[config.mk]
export PLATFORM = sky130hd
export DESIGN_NAME = hoare_quicksort_engine_core
export DESIGN_NICKNAME = d
export VERILOG_FILES = /design/src/hdl/hqs_pkg.sv /design/src/hdl/hqs_ram.sv /design/src/hdl/hoare_quicksort_engine_core.sv
export SDC_FILE = /design/constraint.sdc
export NUM_CORES = 2
export LEC_CHECK = 0
export BUFFER_PORTS_ARGS = -buffer_cell sky130_fd_sc_hd__buf_4
export CAP_MARGIN = 15
export CORE_ASPECT_RATIO = 0.5
export CORE_MARGIN = 1.5
export CORE_UTILIZATION = 50
export DETAILED_ROUTE_END_ITERATION = 16
export GPL_ROUTABILITY_DRIVEN = 0
export PLACE_DENSITY = 0.68
export SETUP_SLACK_MARGIN = 0.02
export SYNTH_ARGS = -nofsm -noshare
export SYNTH_HDL_FRONTEND = slang
export SYNTH_SLANG_ARGS = --single-unit
export TNS_END_PERCENT = 50
[constraint.sdc]
create_clock -name clk -period 5.7 [get_ports clk]
set_input_delay 1.14 -clock clk [delete_from_list [all_inputs] [get_ports clk]]
set_output_delay 1.14 -clock clk [all_outputs]
set_load 0.02 [all_outputs]
[src/hdl/hqs_pkg.sv]
// shared types and constants for the quicksort engine
`timescale 1ns / 1ps

package hqs_pkg;

    localparam int STORE_DEPTH = 64;
    localparam int ADDR_W      = $clog2(STORE_DEPTH);
    localparam int CNT_W       = ADDR_W + 1;
    localparam int KEY_W       = 32;
    localparam int STACK_DEPTH = 64;
    localparam int SP_W        = $clog2(STACK_DEPTH);
    localparam int RANGE_W     = 2 * ADDR_W;

    // true when float a < float b, NaN excluded, -0 equals +0
    function automatic logic flt_lt(input logic [KEY_W-1:0] a, input logic [KEY_W-1:0] b);
        logic a_zero;
        logic b_zero;
        logic res;
        begin
            a_zero = (a[KEY_W-2:0] == '0);
            b_zero = (b[KEY_W-2:0] == '0);
            if (a_zero && b_zero)
                res = 1'b0;
            else if (a[KEY_W-1] != b[KEY_W-1])
                res = a[KEY_W-1];
            else if (a[KEY_W-1] == 1'b0)
                res = (a[KEY_W-2:0] < b[KEY_W-2:0]);
            else
                res = (a[KEY_W-2:0] > b[KEY_W-2:0]);
            return res;
        end
    endfunction

endpackage

[src/hdl/hqs_ram.sv]
// generic single-port ram with registered read
`timescale 1ns / 1ps

module hqs_ram #(
    parameter int WIDTH = 32,
    parameter int DEPTH = 64
) (
    input  logic                     clk,
    input  logic                     we,
    input  logic [$clog2(DEPTH)-1:0] addr,
    input  logic [WIDTH-1:0]         wdata,
    output logic [WIDTH-1:0]         rdata
);

    logic [WIDTH-1:0] mem [DEPTH];

    always_ff @(posedge clk)
    begin
        if (we)
            mem[addr] <= wdata;
        rdata <= mem[addr];
    end

endmodule

[src/hdl/hoare_quicksort_engine_core.sv]
// quicksort engine top level: load, partition sequencer, emit
//
//  channel | dir | fields (low bit first)
//  s_axis  | in  | tdata = key_bits[31:0]; tlast = is_last
//  m_axis  | out | tdata = sorted_bits[31:0]; tuser = overflowed; tlast = end_of_run
//
//  loading writes each accepted item to the key store; the final item starts the sort
//  each partition step uses the key store at one port, one access per cycle,
//  so a swap writes its two keys in turn, first in S_JWT and then in S_SWJ
//  emit steps through S_ERD, S_EWT and S_EOUT for each key into the output register
//  reset clears state, count, drop flag, stack pointer and output valid; the key and range stores need no clearing
//  m_axis stalls hold the emit sequencer; s_axis is blocked while sorting and emitting
`timescale 1ns / 1ps

module hoare_quicksort_engine_core (
    input  logic        clk,
    input  logic        rst_n,
    input  logic        s_axis_tvalid,
    output logic        s_axis_tready,
    input  logic [31:0] s_axis_tdata,   // key_bits
    input  logic        s_axis_tlast,
    output logic        m_axis_tvalid,
    input  logic        m_axis_tready,
    output logic [31:0] m_axis_tdata,   // sorted_bits
    output logic        m_axis_tuser,   // overflowed
    output logic        m_axis_tlast
);

    localparam int AW = hqs_pkg::ADDR_W;
    localparam int CW = hqs_pkg::CNT_W;
    localparam int KW = hqs_pkg::KEY_W;
    localparam int SW = hqs_pkg::SP_W;
    localparam int RW = hqs_pkg::RANGE_W;

    typedef enum logic [15:0] {
        S_LOAD   = 16'h0001,
        S_START  = 16'h0002,
        S_POP    = 16'h0004,
        S_POPW   = 16'h0008,
        S_PIVR   = 16'h0010,
        S_PIVW   = 16'h0020,
        S_IRD    = 16'h0040,
        S_IWT    = 16'h0080,
        S_JRD    = 16'h0100,
        S_JWT    = 16'h0200,
        S_SWI    = 16'h0400,
        S_SWJ    = 16'h0800,
        S_PUSH   = 16'h1000,
        S_ERD    = 16'h2000,
        S_EWT    = 16'h4000,
        S_EOUT   = 16'h8000
    } state_t;

    state_t state_reg, state_next;

    logic [CW-1:0] count_reg, count_next;
    logic          drop_reg, drop_next;
    logic [SW:0]   sp_reg, sp_next;
    logic [AW-1:0] lo_reg, lo_next, hi_reg, hi_next;
    logic [CW:0]   i_reg, i_next, j_reg, j_next;   // signed-ish, offset by 1
    logic [KW-1:0] piv_reg, piv_next, ival_reg, ival_next;
    logic [AW-1:0] ek_reg, ek_next;
    logic          pushr_reg, pushr_next;
    logic          ov_reg, ov_next, vld_reg, vld_next, last_reg, last_next;
    logic [KW-1:0] dat_reg, dat_next;

    logic          k_we;
    logic [AW-1:0] k_addr;
    logic [KW-1:0] k_wdata, k_rdata;
    logic          r_we;
    logic [SW-1:0] r_addr;
    logic [RW-1:0] r_wdata, r_rdata;

    hqs_ram #(.WIDTH(KW), .DEPTH(hqs_pkg::STORE_DEPTH)) u_keys (
        .clk(clk), .we(k_we), .addr(k_addr), .wdata(k_wdata), .rdata(k_rdata)
    );

    hqs_ram #(.WIDTH(RW), .DEPTH(hqs_pkg::STACK_DEPTH)) u_ranges (
        .clk(clk), .we(r_we), .addr(r_addr), .wdata(r_wdata), .rdata(r_rdata)
    );

    // i and j carry +1 offset so j can reach lo-1 without going negative
    logic [AW-1:0] ia, ja;
    logic [CW:0]   lo_e, hi_e;
    assign ia   = AW'(i_reg - 1'b1);
    assign ja   = AW'(j_reg - 1'b1);
    assign lo_e = (CW+1)'(lo_reg) + 1'b1;
    assign hi_e = (CW+1)'(hi_reg) + 1'b1;

    always_ff @(posedge clk or negedge rst_n)
    begin
        if (!rst_n)
        begin
            state_reg <= S_LOAD;
            count_reg <= '0;
            drop_reg  <= 1'b0;
            sp_reg    <= '0;
            vld_reg   <= 1'b0;
        end
        else
        begin
            state_reg <= state_next;
            count_reg <= count_next;
            drop_reg  <= drop_next;
            sp_reg    <= sp_next;
            vld_reg   <= vld_next;
        end
    end

    always_ff @(posedge clk)
    begin
        lo_reg    <= lo_next;
        hi_reg    <= hi_next;
        i_reg     <= i_next;
        j_reg     <= j_next;
        piv_reg   <= piv_next;
        ival_reg  <= ival_next;
        ek_reg    <= ek_next;
        pushr_reg <= pushr_next;
        ov_reg    <= ov_next;
        last_reg  <= last_next;
        dat_reg   <= dat_next;
    end

    assign s_axis_tready = (state_reg == S_LOAD);
    assign m_axis_tvalid = vld_reg;
    assign m_axis_tdata  = dat_reg;
    assign m_axis_tuser  = ov_reg;
    assign m_axis_tlast  = last_reg;

    always_comb
    begin
        logic [CW-1:0] n;
        logic          push_r, push_l;
        n          = count_reg;
        push_r     = 1'b0;
        push_l     = 1'b0;
        state_next = state_reg;
        count_next = count_reg;
        drop_next  = drop_reg;
        sp_next    = sp_reg;
        lo_next    = lo_reg;
        hi_next    = hi_reg;
        i_next     = i_reg;
        j_next     = j_reg;
        piv_next   = piv_reg;
        ival_next  = ival_reg;
        ek_next    = ek_reg;
        pushr_next = pushr_reg;
        ov_next    = ov_reg;
        last_next  = last_reg;
        dat_next   = dat_reg;
        vld_next   = vld_reg;
        k_we       = 1'b0;
        k_addr     = ia;
        k_wdata    = s_axis_tdata;
        r_we       = 1'b0;
        r_addr     = SW'(sp_reg);
        r_wdata    = {lo_reg, AW'(hi_e - 1'b1)};

        if (vld_reg && m_axis_tready)
            vld_next = 1'b0;

        unique case (state_reg)
            S_LOAD:
            begin
                k_addr = AW'(count_reg);
                if (s_axis_tvalid)
                begin
                    if (count_reg < CW'(hqs_pkg::STORE_DEPTH))
                    begin
                        k_we       = 1'b1;
                        count_next = count_reg + 1'b1;
                    end
                    else
                        drop_next = 1'b1;
                    if (s_axis_tlast)
                        state_next = S_START;
                end
            end
            S_START:
            begin
                sp_next = '0;
                ek_next = '0;
                if (count_reg >= CW'(2))
                begin
                    r_we    = 1'b1;
                    r_addr  = '0;
                    r_wdata = {AW'(0), AW'(count_reg - 1'b1)};
                    sp_next = (SW+1)'(1);
                    state_next = S_POP;
                end
                else
                    state_next = S_ERD;
            end
            S_POP:
            begin
                if (sp_reg == '0)
                    state_next = S_ERD;
                else
                begin
                    r_addr     = SW'(sp_reg - 1'b1);
                    sp_next    = sp_reg - 1'b1;
                    state_next = S_POPW;
                end
            end
            S_POPW:
            begin
                lo_next    = r_rdata[RW-1:AW];
                hi_next    = r_rdata[AW-1:0];
                state_next = S_PIVR;
            end
            S_PIVR:
            begin
                k_addr     = AW'(({1'b0, lo_reg} + {1'b0, hi_reg}) >> 1);
                i_next     = lo_e;
                j_next     = hi_e;
                state_next = S_PIVW;
            end
            S_PIVW:
            begin
                piv_next   = k_rdata;
                state_next = S_IRD;
            end
            S_IRD:
            begin
                k_addr     = ia;
                state_next = S_IWT;
            end
            S_IWT:
            begin
                ival_next = k_rdata;
                if (i_reg < hi_e && hqs_pkg::flt_lt(k_rdata, piv_reg))
                begin
                    i_next     = i_reg + 1'b1;
                    k_addr     = AW'(i_reg);
                    state_next = S_IWT;
                end
                else
                begin
                    k_addr     = ja;
                    state_next = S_JWT;
                end
            end
            S_JRD:
                state_next = state_reg;
            S_JWT:
            begin
                if (j_reg > lo_e && hqs_pkg::flt_lt(piv_reg, k_rdata))
                begin
                    j_next     = j_reg - 1'b1;
                    k_addr     = AW'(j_reg - 2'd2);
                    state_next = S_JWT;
                end
                else if (i_reg <= j_reg)
                begin
                    // write ith slot with jth key
                    k_we       = 1'b1;
                    k_addr     = ia;
                    k_wdata    = k_rdata;
                    state_next = S_SWJ;
                end
                else
                    state_next = S_PUSH;
            end
            S_SWJ:
            begin
                k_we    = 1'b1;
                k_addr  = ja;
                k_wdata = ival_reg;
                i_next  = i_reg + 1'b1;
                j_next  = j_reg - 1'b1;
                if ((i_reg + 1'b1) < (j_reg - 1'b1))
                    state_next = S_IRD;
                else
                    state_next = S_PUSH;
            end
            S_SWI:
                state_next = S_PUSH;
            S_PUSH:
            begin
                push_r = (i_reg < hi_e) && !pushr_reg;
                push_l = (lo_e < j_reg);
                if (push_r)
                begin
                    r_we       = 1'b1;
                    r_addr     = SW'(sp_reg);
                    r_wdata    = {AW'(i_reg - 1'b1), hi_reg};
                    sp_next    = sp_reg + 1'b1;
                    pushr_next = 1'b1;
                end
                else
                begin
                    if (push_l)
                    begin
                        r_we    = 1'b1;
                        r_addr  = SW'(sp_reg);
                        r_wdata = {lo_reg, AW'(j_reg - 1'b1)};
                        sp_next = sp_reg + 1'b1;
                    end
                    pushr_next = 1'b0;
                    state_next = S_POP;
                end
            end
            S_ERD:
            begin
                k_addr     = ek_reg;
                state_next = S_EWT;
            end
            S_EWT:
            begin
                k_addr     = ek_reg;
                state_next = S_EOUT;
            end
            S_EOUT:
            begin
                k_addr = ek_reg;
                if (!vld_reg || m_axis_tready)
                begin
                    vld_next  = 1'b1;
                    dat_next  = k_rdata;
                    ov_next   = drop_reg;
                    last_next = ((CW)'(ek_reg) + 1'b1 == n);
                    if ((CW)'(ek_reg) + 1'b1 == n)
                    begin
                        count_next = '0;
                        drop_next  = 1'b0;
                        state_next = S_LOAD;
                    end
                    else
                    begin
                        ek_next    = ek_reg + 1'b1;
                        state_next = S_ERD;
                    end
                end
            end
            default:
                state_next = S_LOAD;
        endcase

        // empty set: nothing to emit, return to loading
        if (state_reg == S_START && count_reg == '0)
        begin
            drop_next  = 1'b0;
            state_next = S_LOAD;
        end
        if (state_reg == S_START)
            pushr_next = 1'b0;
    end

endmodule
* Word-level counts from Yosys, hierarchy flattened
Memory sizes are Yosys's and may differ from the RTL's. A register that Yosys moved wholly into a read port is not among the register bits. Cells that the tools add are included.
Cells by class: multiplexer cells 74, add/subtract/negate cells 14, magnitude comparators 11, equality and inequality tests 35, shift operators 0, divide/modulo/power cells 0, bitwise logic cells 0, multiply operators 0, reductions and logical operators 28
Operator list (count):
- $pmux W16 S16 | 1
- $mux W16 | 5
- $mux W32 | 2
- $pmux W32 S2 | 1
- $gt A31 B31 Y1 | 2
- $logic_not A31 Y1 | 2
- $lt A31 B31 Y1 | 2
- $mux W7 | 7
- $pmux W8 S3 | 2
- $mux W14 | 3
- $mux W6 | 7
- $mux W13 | 3
- $pmux W6 S6 | 1
- $mux W1 | 29
- $mux W12 | 2
- $pmux W12 S2 | 1
- $pmux W6 S2 | 2
- $add A6 B1 Y7 const B | 3
- $pmux W7 S3 | 1
- $sub A6 B1 Y6 const B | 3
- $eq A16 B1 Y1 const B | 1
- $eq A16 B10 Y1 const B | 1
- $eq A16 B11 Y1 const B | 1
- $eq A16 B12 Y1 const B | 1
- other kinds (48) | 79
Storage, ports and cells: RAM bits 2816, bits in registers 165, output and inout port bits 36, logic and storage cells 180, latch bits 0, memories kept 2, ROM bits 0
Memories:
- u_keys.mem | words 64, width 32, rd ports 1, clocked after memory_dff 1, wr ports 1, RTL line hqs_ram.sv:15 | logic [WIDTH-1:0] mem [DEPTH];
- u_ranges.mem | words 64, width 12, rd ports 1, clocked after memory_dff 1, wr ports 1, RTL line hqs_ram.sv:15

* Logic depth before layout (Yosys ltp)
depth in word-level cells 10, gate-level depth with buffers 22, mapped depth without buffers 16

* Hierarchy
From an unflattened synthesis, not the netlist that was laid out.
Unflattened totals: cell total of the unflattened synthesis 7109, area total of the unflattened synthesis 118936.6 um2
By module, submodules not included:
- hqs_ram at u_keys | sequential area each 62139.6 um2, area each 78843.1 um2, times used 1, cells each 4371
- hqs_ram at u_ranges | sequential area each 23302.3 um2, area each 30003.8 um2, times used 1, cells each 1747
- hoare_quicksort_engine_core | sequential area each 4735.8 um2, area each 10089.7 um2, times used 1, cells each 991

* Worst setup path before layout
OpenSTA, ideal clock, no wires.
kind flip-flop to flip-flop, start point register hi_reg[1], end point memory u_keys.mem[11][0], enable pin, stages on the path, launching flop included 19, arrival time 5834 ps, buffers on the path 5, setup slack -555 ps, library setup time 421 ps, required time 5279 ps, cells stage by stage edfxtp_1 > ha_1 > nand3_1 > xor2_1 > ha_1 > a21o_1 > a211o_1 > a211o_1 > or4b_1 > clkbuf_1 > or2_0 > buf_2 > o311a_1 > nand2_1 > buf_2 > buf_2 > buf_1 > nand3_1 > nor2_1
On the way: longest elaborated chain between the ends 5, elaborated cells between the ends (all ways) 6
RTL lines:
- start: declaration | RTL line hoare_quicksort_engine_core.sv:59 | logic [AW-1:0] lo_reg, lo_next, hi_reg, hi_next;
- start signal: assignment | RTL line hoare_quicksort_engine_core.sv:113 | hi_reg <= hi_next;
- $add A6 B1 Y7 | RTL line hoare_quicksort_engine_core.sv:88 | assign hi_e = (CW+1)'(hi_reg) + 1'b1;
- $lt A8 B7 Y1 | RTL line hoare_quicksort_engine_core.sv:233 | if (i_reg < hi_e && hqs_pkg::flt_lt(k_rdata, piv_reg))
- $logic_and A1 B1 Y1 | RTL line hoare_quicksort_engine_core.sv:233
- $mux W6 | RTL line hoare_quicksort_engine_core.sv:233
- $pmux W6 S6 (*) | RTL line hoare_quicksort_engine_core.sv:164 | unique case (state_reg)
- end: declaration | RTL line hqs_ram.sv:15
Every way passes the cells marked *; elsewhere a longest branch is shown, timed or not.

* Worst setup path after layout
start point register u_keys.rdata[4] (read register of u_keys.mem), end point register u_keys.rdata[11] (read register of u_keys.mem)
On the way: longest elaborated chain between the ends 8, elaborated cells between the ends (all ways) 19
RTL lines:
- start: declaration | RTL line hqs_ram.sv:12 | output logic [WIDTH-1:0] rdata
- $lt A31 B31 Y1 or $gt A31 B31 Y1 (tied branches) | RTL line hqs_pkg.sv:27, hqs_pkg.sv:29
- $mux W1 | RTL line hqs_pkg.sv:26 | else if (a[KEY_W-1] == 1'b0)
- $mux W1 | RTL line hqs_pkg.sv:24 | else if (a[KEY_W-1] != b[KEY_W-1])
- $mux W1 | RTL line hqs_pkg.sv:22 | if (a_zero && b_zero)
- $mux W1 | RTL line hoare_quicksort_engine_core.sv:164
- $logic_and A1 B1 Y1, on equally long branches | RTL line hoare_quicksort_engine_core.sv:249, hoare_quicksort_engine_core.sv:233
- $mux W6, on equally long branches | RTL line hoare_quicksort_engine_core.sv:249, hoare_quicksort_engine_core.sv:233
- $pmux W6 S6 (*) | RTL line hoare_quicksort_engine_core.sv:164
Every way passes the cells marked *; elsewhere a longest branch is shown, timed or not. The select of a mux whose other input is x is not followed. A chain may end at the register's enable or synchronous reset.

==> key figures <==
Run status
  • Status: completed

Timing
  • Hold Vio Cnt, Final: 0
  • RSZ-0062 raised after global routing: yes
  • Hold slack: around 0.22 ns
  • Slew @ Worst Pin: 1.23 ns
  • Slew margin rel.: 17.7%
  • Period minus WS final: 5.61 ns
  • Fmax achieved: 0.178 GHz
  • Final setup viols: 0
  • Clock skew: 0.0809 ns
  • Fin. max-slew vios: 0
  • Period utilization: 98.5%

Worst setup path
  • Setup crit start kind: register
  • Critical path class: register to register
  • Crit path max fanout: 37
  • Worst Path Required: roughly 6.3 ns
  • Setup crit end kind: register
  • Critical Path AT: 6.24 ns

Clock network
  • Clock-pin transition on the worst setup and hold timing paths: 0.07 ns
  • Number of buffers created by CTS: 268
  • CTS Sinks: ~3000
  • Hold_buf cts: 0
  • Clock root buffer: clkbuf_16
  • CTS H-tree depth: 5
  • Skew-Pair Late Insertion Delay: 0.90 ns
  • Worst-case clock buffer depth: 4
  • CTS tree: built

Global route
  • GR Overflow Total: 0
  • Total track usage: 29.2%
  • Initial antenna violation count: 13
  • Vias in the first global route: about 74000
  • First-pass GRT wire length: 518000 um
  • Largest net degree at the start of global routing: 87

Layout
  • Max reg flops: 2048
  • Top flop regs: u_keys.mem: 2048 flops, u_ranges.mem: 768 flops
  • Fin util: approximately 59%
  • P&R area growth vs syn: 17.0%
  • Reg with most FFs: u_keys.mem
  • Ratio of cells with drive above 1 in the final layout: 17.4%
  • NumNets Final: about 8500
  • Fill cells: 17559
  • Design Area, Final: 0.140 mm^2

Drt
  • Vias: 77301
  • Initial DRT Pass Iterations: 8
  • Vias per std cell: 6.54
  • DRT iter0 DRCs: ~12000
  • DRC viols: 0
  • DRT Wirelength: 361000 um
  • Wire length per cell: 30.6 um
  • Final ANT Viol Nets: 0

Yosys
  • Synth Instances: 7828
  • Yosys top cell area share: around 74%
  • Top FF cell, synth: edfxtp_1
  • Syn. warnings: 0
  • Area contributors post-synth: edfxtp_1 74%, a211oi_1 5.0%, mux2i_1 2.4%, a21oi_1 2.3%, nand2_1 2.2%
  • Post-synth cell types: 86
  • Post-Syn Area: 0.119 mm^2
  • Post-synthesis sequential area ratio: 75.5%
  • #FFs+latches synth: 3023
  • Post-synth EDFFs: 2948
  • Synth area leader: edfxtp_1
  • Syn_area_per_cell: 15.3 um^2
  • Syn_nets: 7942
  • FFs w/ async S/R, synth: less than 1%

Pwr
  • Worst VDD drop: 437 uV
  • Pwr/cell area: a little under 500 mW/mm^2
  • Clock power frac: 26.1%
  • Int Power: 43.5 mW
  • Reg power frac: 37.9%
  • LEAKAGE: 46.5 nW
  • Net Sw Frac: 36.5%
  • NetSw: roughly 25 mW
  • Combinational Power Share: 36.0%

Floorplan
  • Die ar.: 0.242 mm^2
  • Die height: 349 um
  • Core Area: 0.237 mm^2
  • Initial Utilization: 50.5%
  • Io pins: 73
  • Row count: 126
  • Die W: 694 um

Placement
  • Port Buf Inserts: 72
  • DP HPWL: about 220000 um
  • DP Area: approximately 0.13 mm^2

Flow run
  • Max-Cap Viols: 0

Hold path
  • Hold WC Path Type: primary input to async pin
[power by group through the flow]
stage	registers, mW	clock network [mW]	logic (mW)
after floorplan	26.2	0	12.5
after global placement	26.4	0	22.9
after detailed placement	26.4	0	23.3
after CTS	25.9	17.9	23.8
after global routing	25.9	18.7	25.8
final	25.9	17.8	24.7
[stage by stage]
stage / TNS, ns / cells / setup WS, ns / power [mW]
2_1_floorplan: -542.69 / 7828 / -0.458 / 38.7
3_5_place_dp: -6.61 / 11306 / -0.764 / 49.7
6_report: 0 / 11819 / 0.0864 / 68.4
4_1_cts: 0 / 11797 / 0.0156 / 67.6
5_1_grt: -0.0227 / 11812 / -0.0136 / 70.5
3_3_place_gp: -16.88 / 11295 / -2.21 / 49.3
[layer usage]
| metal | vias up | routed length (um) | global-route usage [%] |
|---|---|---|---|
| met3 | 779 | 44000 | 6.99 |
| met2 | 5040 | 162000 | 44.1 |
| met5 | - | 58 | 0 |
| li1 | 32449 | - | - |
| met1 | 39025 | 140000 | 41.1 |
| met4 | 8 | 15600 | 11.4 |
[kinds of logic after synthesis]
| kind of cell | synth area share [%] |
|---|---|
| compound gates | 11.4 |
| xor+xnor | 0.403 |
| fa+ha+maj | 0.813 |
| buf+inv | 2.14 |
| flops | 75.5 |
| mux | 2.48 |
| simple gates | 7.25 |
[worst paths after layout]
kind                                            from                   endpoint  slack, ns  cells past startpoint
min                                            rst_n  state_reg[14]$_DFFE_PN0P_       0.22                      1
min reg2reg                u_ranges.rdata[6]$_DFF_P_        lo_reg[0]$_DFFE_PN_       0.39                      0
max                          u_keys.rdata[4]$_DFF_P_   u_keys.rdata[11]$_DFF_P_       0.09                     19
min in group clk           u_ranges.rdata[6]$_DFF_P_        lo_reg[0]$_DFFE_PN_       0.39                      0
max in group asynchronous                      rst_n   state_reg[0]$_DFFE_PN1P_       5.15                      1
max reg2reg                  u_keys.rdata[4]$_DFF_P_   u_keys.rdata[11]$_DFF_P_       0.09                     19
[critical path: stages, from the launching register on]
cell and delay (ns):
dfxtp_1 0.66, inv_1 0.10, ha_1 0.32, nand4_1 0.16, a21oi_1 0.07, o211ai_1 0.36, a211oi_1 0.20, or4b_2 0.76
nor2_4 0.16, mux2i_4 0.43, nand2_8 0.14, buf_16 0.19, buf_4 0.18, buf_12 0.19, buf_4 0.20, a211oi_2 0.26
a211oi_1 0.10, nor4_2 0.33, buf_4 0.22, nand4_1 0.29
[synth_stat cells, drive strengths merged (64+ instances only)]
cell	number
o32ai	64
a21oi	558
a22oi	154
nand2	693
and3	401
a211oi	793
nor4	169
o21ai	64
a221oi	65
nor2	236
mux2i	286
o22ai	100
nand3	91
inv	64
clkbuf	414
ha	76
buf	154
edfxtp	2948
a222oi	67
[placed cells by master, fill, tap and decap left out, types with 64 or more instances in the layout]
cell type  instances
ha_1              75
buf_4            698
and3_1           400
mux2i_1          282
clkbuf_16        281
edfxtp_1        2948
a221oi_1          64
a22oi_1          154
nor2_4            68
a222oi_1          67
clkbuf_1          73
nand3_1           87
o22ai_1          100
nor2_1           164
a21oi_1          558
nor4_1           125
nand2_1          657
a211oi_1         771
buf_12           169
[repair_timing]
item                                    4_1_cts  5_1_grt
endpoints found under the setup margin      160      814
gates cloned                                  3        3
gates resized for setup                      32       49
buffers inserted                             18       13
pin swaps                                    12       26
[area by class of cell]
class                      count  area (um^2)  area share (%)
clock buffer                 358         7330            5.24
antenna                        7         17.5          0.0125
tap                         3200         4000            2.86
sequential                  3023        90200            64.5
multi-input combinational   4174        28200            20.1
clock inverter               112          996           0.712
inverter                      64          240           0.172
timing repair buffer         881         8910            6.37
Power figures use the tool's default switching activity.
